### src/rtl/core/pwa_pkg.sv
// shared types and constants of the perspective warp address generator
// no dependencies
package pwa_pkg;

   localparam int unsigned NUM_COEF   = 8;
   localparam int unsigned SRC_WIDTH  = 188;
   localparam int unsigned SRC_HEIGHT = 120;
   localparam int unsigned QBITS      = 9;   // eight quotient bits plus overflow
   localparam int unsigned NUM_CELLS  = QBITS;

   localparam logic [3:0] IDX_XX = 4'd0;
   localparam logic [3:0] IDX_XY = 4'd1;
   localparam logic [3:0] IDX_XC = 4'd2;
   localparam logic [3:0] IDX_YX = 4'd3;
   localparam logic [3:0] IDX_YY = 4'd4;
   localparam logic [3:0] IDX_YC = 4'd5;
   localparam logic [3:0] IDX_WX = 4'd6;
   localparam logic [3:0] IDX_WY = 4'd7;

   localparam logic signed [31:0] ONE_Q24 = 32'sd16777216;

   typedef logic signed [NUM_COEF-1:0][31:0] coef_set_type;

   // reset coefficients, wy first down to xx: identity matrix, so each output pixel maps to twice its column and row
   localparam coef_set_type COEF_RESET = {32'd0, 32'd0, 32'd0, ONE_Q24,
                                          32'd0, 32'd0, 32'd0, ONE_Q24};

   // one item in flight through the divider row
   typedef struct packed {
      logic [41:0]      rem_c;
      logic [41:0]      rem_r;
      logic [49:0]      dsh;
      logic [QBITS-1:0] q_c;
      logic [QBITS-1:0] q_r;
      logic             neg_c;
      logic             neg_r;
      logic             zero;
   } div_type;

endpackage

### src/rtl/core/pwa_div_cell.sv
// one restoring division step for both the column and the row quotient
// depends on pwa_pkg
module pwa_div_cell
   import pwa_pkg::*;
(
   input  logic    clock,
   input  logic    reset,
   input  logic    in_valid,
   output logic    in_ready,
   input  div_type in_item,
   output logic    out_valid,
   input  logic    out_ready,
   output div_type out_item
);

   logic    v_ff;
   div_type item_ff, item_in;
   logic    ge_c, ge_r;

   assign in_ready = !v_ff || out_ready;

   always_comb begin
      ge_c = {8'd0, in_item.rem_c} >= in_item.dsh;
      ge_r = {8'd0, in_item.rem_r} >= in_item.dsh;
      item_in       = in_item;
      item_in.rem_c = ge_c ? in_item.rem_c - in_item.dsh[41:0] : in_item.rem_c;
      item_in.rem_r = ge_r ? in_item.rem_r - in_item.dsh[41:0] : in_item.rem_r;
      item_in.dsh   = in_item.dsh >> 1;
      item_in.q_c   = {in_item.q_c[QBITS-2:0], ge_c};
      item_in.q_r   = {in_item.q_r[QBITS-2:0], ge_r};
   end

   always_ff @(posedge clock) begin
      if (reset) begin
         v_ff <= 1'b0;
      end else if (in_ready) begin
         v_ff <= in_valid;
      end
      if (in_ready) item_ff <= item_in;
   end

   assign out_valid = v_ff;
   assign out_item  = item_ff;

endmodule
### config.mk
export PLATFORM = sky130hd
export DESIGN_NAME = pwa_div_cell
export DESIGN_NICKNAME = d
export VERILOG_FILES = /design/src/rtl/core/pwa_pkg.sv /design/src/rtl/core/pwa_div_cell.sv
export SDC_FILE = /design/constraint.sdc
export NUM_CORES = 1
export LEC_CHECK = 0
export BUFFER_PORTS_ARGS = -buffer_cell sky130_fd_sc_hd__buf_4
export CORE_MARGIN = 1.5
export CORE_UTILIZATION = 45
export CTS_CLUSTER_DIAMETER = 50
export CTS_CLUSTER_SIZE = 12
export DETAILED_ROUTE_END_ITERATION = 8
export GPL_ROUTABILITY_DRIVEN = 0
export PLACE_DENSITY = 0.79
export SYNTH_ARGS = -nofsm -noshare
export SYNTH_HDL_FRONTEND = slang
export SYNTH_SLANG_ARGS = --single-unit
export TNS_END_PERCENT = 10
### constraint.sdc
create_clock -name clock -period 15.7 [get_ports clock]
set_input_delay 3.14 -clock clock [delete_from_list [all_inputs] [get_ports clock]]
set_output_delay 3.14 -clock clock [all_outputs]
set_load 0.02 [all_outputs]
# Yosys cells after proc, flatten, opt, wreduce, memory -nomap -nowiden
# Index checks and enable logic that the tools add are counted.
# W data, S select, Z words.
# totals
inputBits	159
elab_cells	17
output_inout_bits	157
reg_bits	155
# classes
reduce_logical	2
n_addsub	2
n_lt_le_gt_ge	2
n_mux	2
# op_table
operator	n
$ge A42 B50 Y1	2
$mux W42	2
$sub A42 B42 Y42	2
$logic_not A1 Y1	1
$logic_or A1 B1 Y1	1

# Longest topological paths before layout
# depth
depth_word	2
depth_mapped	16
mapped_depth_nobuf	14

# Worst setup path before layout
# Ideal clock, no wire load.
# synth_timing
path_kind	input -> output
start	input out_ready
end	output in_ready
arrival_time_ns	7.004
required_time_ns	12.560
slack_ns	5.556
path_stages	1
n_path_buf	0
path_cell_list	nand2b_1
# synth_via
elab_chain_len	1
# synth_rtl
element	line_no	text
from (decl)	pwa_div_cell.sv:12	input logic out_ready,
$logic_or A1 B1 Y1	pwa_div_cell.sv:20	assign in_ready = !v_ff || out_ready;
to (decl)	pwa_div_cell.sv:9	output logic in_ready,
# Every way passes these cells.

# Final worst setup path
# Ends and elaborated chain as after synthesis.

==> impl_metrics.json <==
{
  "outcome": "complete, no violations",
  "drt_wl_total_mm": 29.3,
  "dieArea_mm2": 0.0242,
  "cts_max_level": 4,
  "min_path_type": "flip-flop to flip-flop",
  "powerDensity_mw_per_mm2": 91.1,
  "finalCritPeriodShare_pct": 45.1,
  "postCtsSetupRepairBufs": 0,
  "synth_area_per_cell_um2": 10.8,
  "report.final.slew_viol_count": 0,
  "cp-end-kind": "output pin",
  "cpMostUsedCell": "buf_4",
  "cp-start-kind": "primary input",
  "cts_sinks": 155,
  "ios": 316,
  "die_h_um": 156,
  "syn_inst": 973,
  "placed_area_mm2": 0.0131,
  "antenna_found_initial": 0,
  "path_delay_family": "buffers and inverters",
  "syn_to_final_growth_pct": 29.7,
  "synth.yosys.seq_area_share_pct": 44.3,
  "numCtsBuffers": 17,
  "hpwl_mm": 22.9,
  "layout-drive-gt1-share_pct": 30.8,
  "grt_pass1_wl_mm": 44.8,
  "diodes": 0,
  "critPathKind": "primary input to output pin",
  "grt_start_max_net_pins": 67,
  "synth_fp_nets": 1218,
  "ir_worst_vdd_v": 0.0000664,
  "cts_resized": 0,
  "syn_area_mm2": 0.0105,
  "clkTransAtPathRegs_ns": 0.07,
  "p_int_w": 0.000845,
  "first_pass_iters": 5,
  "synth_cell_type_count": 72,
  "rsz0062_at_grt": "no",
  "yosys.area.top_type": "edfxtp_1",
  "synth_most_common_cell": "edfxtp_1",
  "rows": 55,
  "clockRootBuffer": "clkbuf_16",
  "nets": 1517,
  "fin_crit_ns": 7.08,
  "start_util_pct": 46.0,
  "async_flop_share_pct": 0,
  "synth.area.top_cells": "edfxtp_1 44%, ha_1 10%, mux2_1 4.7%, a21oi_1 4.3%, xnor2_1 4.2%",
  "ant_nets": 0,
  "ys_warn_count": 0,
  "nFillCells": 1886,
  "power.leakage_nw": 6.04,
  "synthTopCellsByCount": "154 x edfxtp_1, 90 x a21oi_1, 84 x ha_1, 73 x inv_1, 52 x nand2_1",
  "synth_edf_count": 154,
  "grt_pass1_vias": 8487,
  "grt-ovfl-total": 0,
  "skew_ns": 0.00947,
  "fmax_ghz": 0.141,
  "setup-tns-final_ns": 0,
  "required_ns": 12.56,
  "slew_headroom_pct": 26.2,
  "coreArea_mm2": 0.0228,
  "p_clk_share_pct": 31.7,
  "combPwrFrac_pct": 28.4,
  "grtUsageTotal_pct": 23.8,
  "cts_tree": "built",
  "worstPathCellList": "buf_4 > nand2b_4 > buf_4",
  "max_stage_delay_ns": 0.39,
  "drcViolationCount": 0,
  "reg2reg_slack_ns": 13.05,
  "cp_slowest_cell": "nand2b_4",
  "postLayoutCellArea_mm2": 0.0136,
  "cts_buffer_depth": 2,
  "final_hold_viol_count": 0,
  "vias": 8806,
  "cap_viol_max_count": 0,
  "power.switching_w": 0.000393,
  "power_frac_seq_pct": 40.0,
  "synth-seq-cells": 155,
  "crit_buf_inv": 2,
  "cts-hold-fix-buffers": 0,
  "setup_viol": 0,
  "worst_pin_slew_ns": 1.11,
  "drt_iter0_drc": 520,
  "die-width_um": 156,
  "clk_latency_ns": 0.42,
  "cp.arrival_ns": 3.94,
  "avgViaCountPerCell": 5.51,
  "io_buffers": 312,
  "synthFlopType": "edfxtp_1",
  "synth_top_area_share_pct": 44.1,
  "cp_max_fo": 40,
  "sw_frac_of_total_pct": 31.8,
  "post_drt_wl_per_cell_um": 18.4
}
==> registers in the layout (all words and copies together), names as in the netlist <==
signal / count
out_item: 154
out_valid: 1
==> cell type report <==
type                            count  area [um^2]  share of cell area [%]
Multi-Input combinational cell    709         5380                    39.5
Clock buffer                       18          429                    3.16
Inverter                           73          274                    2.01
Timing Repair Buffer              316         2370                    17.4
Tap cell                          313          392                    2.88
Clock inverter                     14          113                   0.828
Sequential cell                   155         4640                    34.2
==> kinds of logic after synthesis <==
group                    share of synthesized area (%)
AND/OR/NAND/NOR                                   8.98
AO/OA/AOI/OAI                                     16.6
other                                           0.0358
buffers and inverters                             4.51
XOR/XNOR                                          6.60
adder cells (fa/ha/maj)                           10.4
multiplexers                                      8.56
flip-flops                                        44.3
==> worst reg2reg max path, cell delays in order, from the launching register on <==
cell,delay [ns]
dfxtp_1,0.34
nand2b_4,0.44
buf_4,0.69
buf_4,0.78
==> per-layer routing <==
metal	vias up	GRT usage [%]	share of wire [%]
met2	334	38.7	47
li1	4223	-	-
met5	-	0	0
met4	0	8.03	2.4
met3	45	4.50	6.3
met1	4204	32.1	44
==> through the flow <==
step                util [%]  std cells  hold slack, ns  worst slack, ns  total power, W
floorplan                  -        973            3.21             5.56        0.000726
global placement        57.3       1566           0.930             8.61        0.000842
detailed placement      57.3       1566           0.958             8.60        0.000850
CTS                     59.7       1598           0.962             8.61         0.00124
global route            59.7       1598            1.01             8.56         0.00129
finish                  59.7       1598           0.953             8.62         0.00124
==> path summary, 6_finish.rpt <==
check / endpoint / from / cells past startpoint
max reg2reg: out_item[128]$_DFFE_PP_ / out_valid$_SDFFE_PP0P_ / 3
min: out_valid$_SDFFE_PP0P_ / out_valid$_SDFFE_PP0P_ / 2
max: in_ready / out_ready / 3
min reg2reg: out_valid$_SDFFE_PP0P_ / out_valid$_SDFFE_PP0P_ / 2
==> power by group through the flow <==
stage               clock network, W  registers, W  logic, W
floorplan                          0      0.000543  0.000182
global placement                   0      0.000503  0.000339
detailed placement                 0      0.000504  0.000346
CTS                         0.000400      0.000495  0.000349
global route                0.000415      0.000497  0.000380
finish                      0.000392      0.000495  0.000351
==> layout by cell type, fill, tap and decap left out, drive strengths merged, types with 8 or more instances in the layout <==
cell,count
buf,316
edfxtp,154
a21oi,93
ha,84
inv,78
mux2,74
nand2,52
nor2,50
xnor2,50
o21ai,50
a21o,41
xor2,29
nand3,23
nand4,21
clkbuf,18
nor3,12
a31oi,12
o21bai,11
o21a,10
nand2b,8
No activity file was read; power rests on OpenSTA's default activity.
