==> src/rtl/core/pwa_pkg.sv <==
// shared types and constants of the perspective warp address generator
// no dependencies
package pwa_pkg;

   localparam int unsigned NUM_COEF   = 8;
   localparam int unsigned SRC_WIDTH  = 188;
   localparam int unsigned SRC_HEIGHT = 120;
   localparam int unsigned QBITS      = 9;   // eight quotient bits plus overflow
   localparam int unsigned NUM_CELLS  = QBITS;

   localparam logic [3:0] IDX_XX = 4'd0;
   localparam logic [3:0] IDX_XY = 4'd1;
   localparam logic [3:0] IDX_XC = 4'd2;
   localparam logic [3:0] IDX_YX = 4'd3;
   localparam logic [3:0] IDX_YY = 4'd4;
   localparam logic [3:0] IDX_YC = 4'd5;
   localparam logic [3:0] IDX_WX = 4'd6;
   localparam logic [3:0] IDX_WY = 4'd7;

   localparam logic signed [31:0] ONE_Q24 = 32'sd16777216;

   typedef logic signed [NUM_COEF-1:0][31:0] coef_set_type;

   // reset coefficients, wy first down to xx: identity matrix, so each output pixel maps to twice its column and row
   localparam coef_set_type COEF_RESET = {32'd0, 32'd0, 32'd0, ONE_Q24,
                                          32'd0, 32'd0, 32'd0, ONE_Q24};

   // one item in flight through the divider row
   typedef struct packed {
      logic [41:0]      rem_c;
      logic [41:0]      rem_r;
      logic [49:0]      dsh;
      logic [QBITS-1:0] q_c;
      logic [QBITS-1:0] q_r;
      logic             neg_c;
      logic             neg_r;
      logic             zero;
   } div_type;

endpackage

==> src/rtl/core/pwa_front.sv <==
// front end: products, sums and magnitudes of the two numerators and the denominator
// depends on pwa_pkg
module pwa_front
   import pwa_pkg::*;
(
   input  logic         clock,
   input  logic         reset,
   input  coef_set_type coef,
   input  logic         in_valid,
   output logic         in_ready,
   input  logic [6:0]   out_col,
   input  logic [6:0]   out_row,
   output logic         out_valid,
   input  logic         out_ready,
   output div_type      out_item
);

   logic v1_ff, v2_ff, v3_ff;
   logic r1, r2, r3;
   logic signed [40:0] p_ff [6];
   logic signed [40:0] p_in [6];
   logic signed [41:0] nx_ff, ny_ff, d_ff;
   logic signed [41:0] nx_in, ny_in, d_in;
   div_type item_ff, item_in;
   logic signed [8:0] xs, ys;
   logic [41:0] mag_d;

   assign r3 = !v3_ff || out_ready;
   assign r2 = !v2_ff || r3;
   assign r1 = !v1_ff || r2;
   assign in_ready = r1;

   assign xs = $signed({1'b0, out_col, 1'b0});
   assign ys = $signed({1'b0, out_row, 1'b0});

   always_comb begin
      p_in[0] = $signed(coef[IDX_XX[2:0]]) * xs;
      p_in[1] = $signed(coef[IDX_XY[2:0]]) * ys;
      p_in[2] = $signed(coef[IDX_YX[2:0]]) * xs;
      p_in[3] = $signed(coef[IDX_YY[2:0]]) * ys;
      p_in[4] = $signed(coef[IDX_WX[2:0]]) * xs;
      p_in[5] = $signed(coef[IDX_WY[2:0]]) * ys;
      nx_in = 42'(p_ff[0]) + 42'(p_ff[1]) + 42'($signed(coef[IDX_XC[2:0]]));
      ny_in = 42'(p_ff[2]) + 42'(p_ff[3]) + 42'($signed(coef[IDX_YC[2:0]]));
      d_in  = 42'(p_ff[4]) + 42'(p_ff[5]) + 42'(ONE_Q24);
      mag_d = d_ff[41] ? 42'(-d_ff) : 42'(d_ff);
      item_in.rem_c = nx_ff[41] ? 42'(-nx_ff) : 42'(nx_ff);
      item_in.rem_r = ny_ff[41] ? 42'(-ny_ff) : 42'(ny_ff);
      item_in.dsh   = {mag_d, 8'd0};
      item_in.q_c   = '0;
      item_in.q_r   = '0;
      item_in.neg_c = nx_ff[41] ^ d_ff[41];
      item_in.neg_r = ny_ff[41] ^ d_ff[41];
      item_in.zero  = (d_ff == '0);
   end

   always_ff @(posedge clock) begin
      if (reset) begin
         v1_ff <= 1'b0;
         v2_ff <= 1'b0;
         v3_ff <= 1'b0;
      end else begin
         if (r1) v1_ff <= in_valid;
         if (r2) v2_ff <= v1_ff;
         if (r3) v3_ff <= v2_ff;
      end
      if (r1) begin
         for (int k = 0; k < 6; k++) p_ff[k] <= p_in[k];
      end
      if (r2) begin
         nx_ff <= nx_in;
         ny_ff <= ny_in;
         d_ff  <= d_in;
      end
      if (r3) item_ff <= item_in;
   end

   assign out_valid = v3_ff;
   assign out_item  = item_ff;

endmodule

==> config.mk <==
export PLATFORM = sky130hd
export DESIGN_NAME = pwa_front
export DESIGN_NICKNAME = d
export VERILOG_FILES = /design/src/rtl/core/pwa_pkg.sv /design/src/rtl/core/pwa_front.sv
export SDC_FILE = /design/constraint.sdc
export NUM_CORES = 2
export LEC_CHECK = 0
export ABC_AREA = 0
export BUFFER_PORTS_ARGS = -buffer_cell sky130_fd_sc_hd__buf_2
export CORE_ASPECT_RATIO = 0.6
export CORE_MARGIN = 4
export CORE_UTILIZATION = 50
export DETAILED_ROUTE_END_ITERATION = 10
export PLACE_DENSITY = 0.68
export SYNTH_ARGS = -nofsm -noshare
export SYNTH_HDL_FRONTEND = slang
export SYNTH_SLANG_ARGS = --single-unit
==> constraint.sdc <==
create_clock -name clock -period 8.3 [get_ports clock]
set_input_delay 0.415 -clock clock [delete_from_list [all_inputs] [get_ports clock]]
set_output_delay 0.415 -clock clock [all_outputs]
set_load 0.005 [all_outputs]
# After elaboration in Yosys (flattened, before gate mapping)
# Memories as Yosys holds them, arrays and structs flattened.
# Cells that the tools add are included.
[word_totals] reg_bits=258 ram_bits=240 inputBits=274 out_inout_bits=157 mem_count=1
[op_classes] addsub=9 n_mul=6 muxes=5 n_bitwise=2 reduce_logical=7
[mem_list] name="p_ff" words=6 word_bits=40 rd=6 rd_ports_with_merged_regs=0 write_ports=6 line_no="pwa_front.sv:20" rtl="logic signed [40:0] p_ff [6];"
[ops] op="multiplier 32 x 8 -> 40 bit" n=6
[ops] op="adder 41 x 41 -> 42 bit" n=3
[ops] op="negation 42 bit" n=3
[ops] op="2-to-1 mux 41 bit" n=3
[ops] op="adder 42 x 32 -> 42 bit" n=2
[ops] op="adder 42 x 26 -> 42 bit, second input constant" n=1
[ops] op="zero test 42 bit" n=1
[ops] op="zero test 1 bit" n=3
[ops] op="logical OR 1 bit" n=3
[ops] op="2-to-1 mux 1 bit" n=2
[ops] op="XOR 1 bit" n=2

# Longest topological paths before layout
[depth] word_depth=6 mapped_depth=22

# Least setup slack after synthesis
# OpenSTA, ideal clock, no wires.
[synth_timing] kind="input to register" start="input port out_ready" end="memory p_ff[0][0] in the netlist's numbering (enable)" setup_ns=1.878 arrival_ns=4.685 required_time_ns=6.422 setup_slack_ns=1.737 stages=3 path_cell_list="nor2b_1 > and2_1 > nand2_1"
[synth_rtl] element="start: declaration" line_no="pwa_front.sv:14" rtl="input logic out_ready,"
[synth_rtl] element="end: declaration" line_no="pwa_front.sv:20"

==> flow_summary.yaml <==
grt:
  grt_use_met1_pct: 37.3
  groute.usage.overall_pct: 26.0
  gr-usage-met3_pct: 3.15
  grt_start_max_net_pins: 116
  antenna_found_initial: 23
  grt_pass1_wl_microns: 313000
  grt_overflow: 0
  grt_pass1_vias: 54673
  grt_use_met2_pct: 42.5
  busiest_layer: "met2"
sta:
  finClkSkew_ps: 39.8
  rsz0062_at_grt: "false"
  relSlewSlack_pct: 14.9
  fin_crit_sh_pct: 77.5
  fmax_ghz: 0.155
  finalHoldViolCount: 0
  finalCriticalPeriod_ps: 6440
  drv_slew: 0
  worst_pin_slew_ps: 1260
  setup_viol: 0
  tns_ps: 0
floorplan:
  num_rows: 108
  start_util_pct: 50.5
  core_sq_um: 145000
  io-pin-count: 431
  chipHeight_microns: 304
  dieArea_sq_um: 153000
  dieWidth_microns: 502
worst_setup_path:
  path_common_cell: "fa_1"
  setup.worst_path.end_class: "flip-flop"
  crit_slowest_cell: "buf_2"
  critPathArrivalTime_ps: 6930
  regToRegSetupSlack_ps: 3870
  regToRegEndpoint: "d_ff[40]"
  cp-start-kind: "input pin"
  crit_type: "input pin to flip-flop"
  setup.worst_path.start: "out_row[3]"
  r2r-start: "p_ff[4][1]"
  cpPeakStageDelay_ps: 800
  cp.required_ps: 8800
  r2r_cells: 12
  crit_end: "p_ff[1][38]"
  crit_path_max_fanout: 50
  crit_chain: "buf_2 -> buf_4 -> buf_4 -> and2_1 -> fa_1 -> fa_1 -> fa_1 -> inv_1 -> fa_1 -> inv_1 -> ha_1 -> a21o_1 -> a2bb2oi_1 -> a21oi_1 -> a211oi_1 -> o21ai_0 -> a21oi_1 -> o21ai_0 -> or4_1 -> nand3_1"
yosys:
  netlist_instances: 7391
  synth.most_common_cell: "inv_1"
  ys.warnings.count: 0
  synth_edf_count: 493
  syn_avg_cell_area_sq_um: 9.90
  synth.distinct_cells: 75
  ys_seq_area_share_pct: 20.3
  synth_seq_cells: 496
  synth_top_flop_cell: "edfxtp_1"
  yosys.area.top_type: "fa_1"
  synth_commonest_cells: "inv_1, and2_1, fa_1, ha_1, edfxtp_1"
  synth_top_area_share_pct: 29.5
  synthTopCellsByArea: "fa_1, edfxtp_1, ha_1, and2_1, inv_1"
  syn_area_sq_um: 73200
  synthArstFlopShare_pct: 0
cells_and_area:
  nets: 9679
  drive_gt1_share_pct: 7.28
  syn2layout_area_growth_pct: 7.89
  multi_input_area_sq_um: 52600
  num-fill-cells: 12831
  final-seq-area_sq_um: 14900
placement:
  dp_hpwl_microns: 163000
  port_buffers: 403
  gp_congestion: 0.943
power_and_ir_drop:
  finalPower_mw: 32.4
  p_per_area_nw_per_um2: 410
  p_leak_nw: 37.9
  irDropWorstVdd_mv: 0.237
routing:
  via_per_inst: 5.47
  drt_pre_antenna_iters: 5
  vias: 52844
  wl_per_cell_microns: 20.5
  drc: 0
  wl_microns: 198000
  antenna_left: 0
  drtIter0Drc: 3882
clocking:
  root_buffer: "clkbuf_16"
  cts_buffers: 51
  h-tree-depth: 2
  cts_tree: "done"
  clkTransAtPathRegs_ps: 70
  cts_buffer_depth: 3
  clkSinkCount: 496
  clk_latency_ps: 660
run_status:
  status: "finished clean"
hold_path:
  hold_path_class: "input pin to flip-flop"
flow_run:
  cap_viol_max_count: 0
area by class of cell:
cell class | count | area share [%]
Inverter | 1298 | 6.18
Sequential cell | 496 | 18.8
Clock inverter | 38 | 0.615
Multi-Input combinational cell | 5389 | 66.6
Timing Repair Buffer | 444 | 3.05
Clock buffer | 57 | 1.66
Antenna cell | 12 | 0.0380
Tap cell | 1925 | 3.05
worst max-delay path: cells and delay by family:
family | cells | cell delay [ps]
adder cells (fa/ha/maj) | 5 | 2310
AO/OA/AOI/OAI | 7 | 1720
buffers and inverters | 5 | 1650
AND/OR/NAND/NOR | 3 | 760
per-layer routing:
metal	up-vias	part of all wire [%]	wire, microns
li1	24407	-	-
met5	-	0.020	40
met3	218	6.3	12500
met4	6	2.3	4570
met1	26561	44	87700
met2	1652	47	92800
power by group:
group	switching (mW)	total [mW]	internal, mW
clock	1.08	2.49	1.41
combinational	14.0	23.4	9.47
sequential	0.966	6.43	5.47
total	16.0	32.4	16.3
sequential cells by signal (all words and copies together) (netlist names):
register and cells:
p_ff 240, ny_ff 42, v2_ff 1, nx_ff 42, d_ff 41, out_item 128, out_valid 1, v1_ff 1
cell usage in the layout, fill, tap and decap left out, types with 51 or more instances in the layout:
cell / synthesis / final
and2_1: 1231 / 1231
a21o_1: 173 / 173
buf_2: 1 / 403
xor2_1: 94 / 94
a21oi_1: 315 / 315
nand2_1: 325 / 324
nor2_1: 181 / 181
nand3_1: 54 / 54
o31ai_1: 58 / 58
clkbuf_16: 0 / 51
xnor2_1: 356 / 356
o21ai_0: 223 / 223
nor3_1: 55 / 55
fa_1: 1079 / 1079
ha_1: 646 / 646
inv_1: 1298 / 1296
edfxtp_1: 493 / 493
worst min path at each step:
stage | from | to | slack, ps | cells after the start
2_1_floorplan | v2_ff | out_valid | 430 | 2
3_3_place_gp | v2_ff | out_valid | 440 | 2
3_5_place_dp | v2_ff | out_valid | 460 | 2
4_1_cts | out_ready | out_valid | 80 | 4
5_1_grt | out_ready | out_valid | 140 | 4
6_report | out_ready | out_valid | 140 | 4
through the flow:
step / area, sq um / hold slack, ps / utilization (%) / setup WS (ps) / std cells
after floorplan: 73300 / 432 / - / 1740 / 7417
after global placement: 77100 / 441 / 53.2 / 1470 / 9548
after detailed placement: 77100 / 464 / 53.2 / 1290 / 9548
after CTS: 78900 / 82.4 / 54.4 / 1970 / 9647
after global routing: 79000 / 144 / 54.5 / 1570 / 9658
final: 79000 / 141 / 54.5 / 1860 / 9659
cell families (layout without fill, tap and decap cells):
kind of cell    after synthesis  after routing  synth area share [%]
compound gates             1104           1104                  9.71
buf+inv                    1532           1837                  8.00
flops                       496            496                  20.3
xor+xnor                    450            450                  5.38
mux                           1              1                0.0137
other cells                   1             39               0.00512
fa+ha+maj                  1725           1725                  40.6
simple gates               2082           2082                  16.0
timing repair:
| item | in CTS | in global routing |
|---|---|---|
| setup buffers | 0 | 0 |
| endpoints found under the hold margin | 5 | 0 |
| resized for setup | 0 | 0 |
| hold buffers | 4 | 0 |
Note: power is estimated with default switching activity, not from simulation.
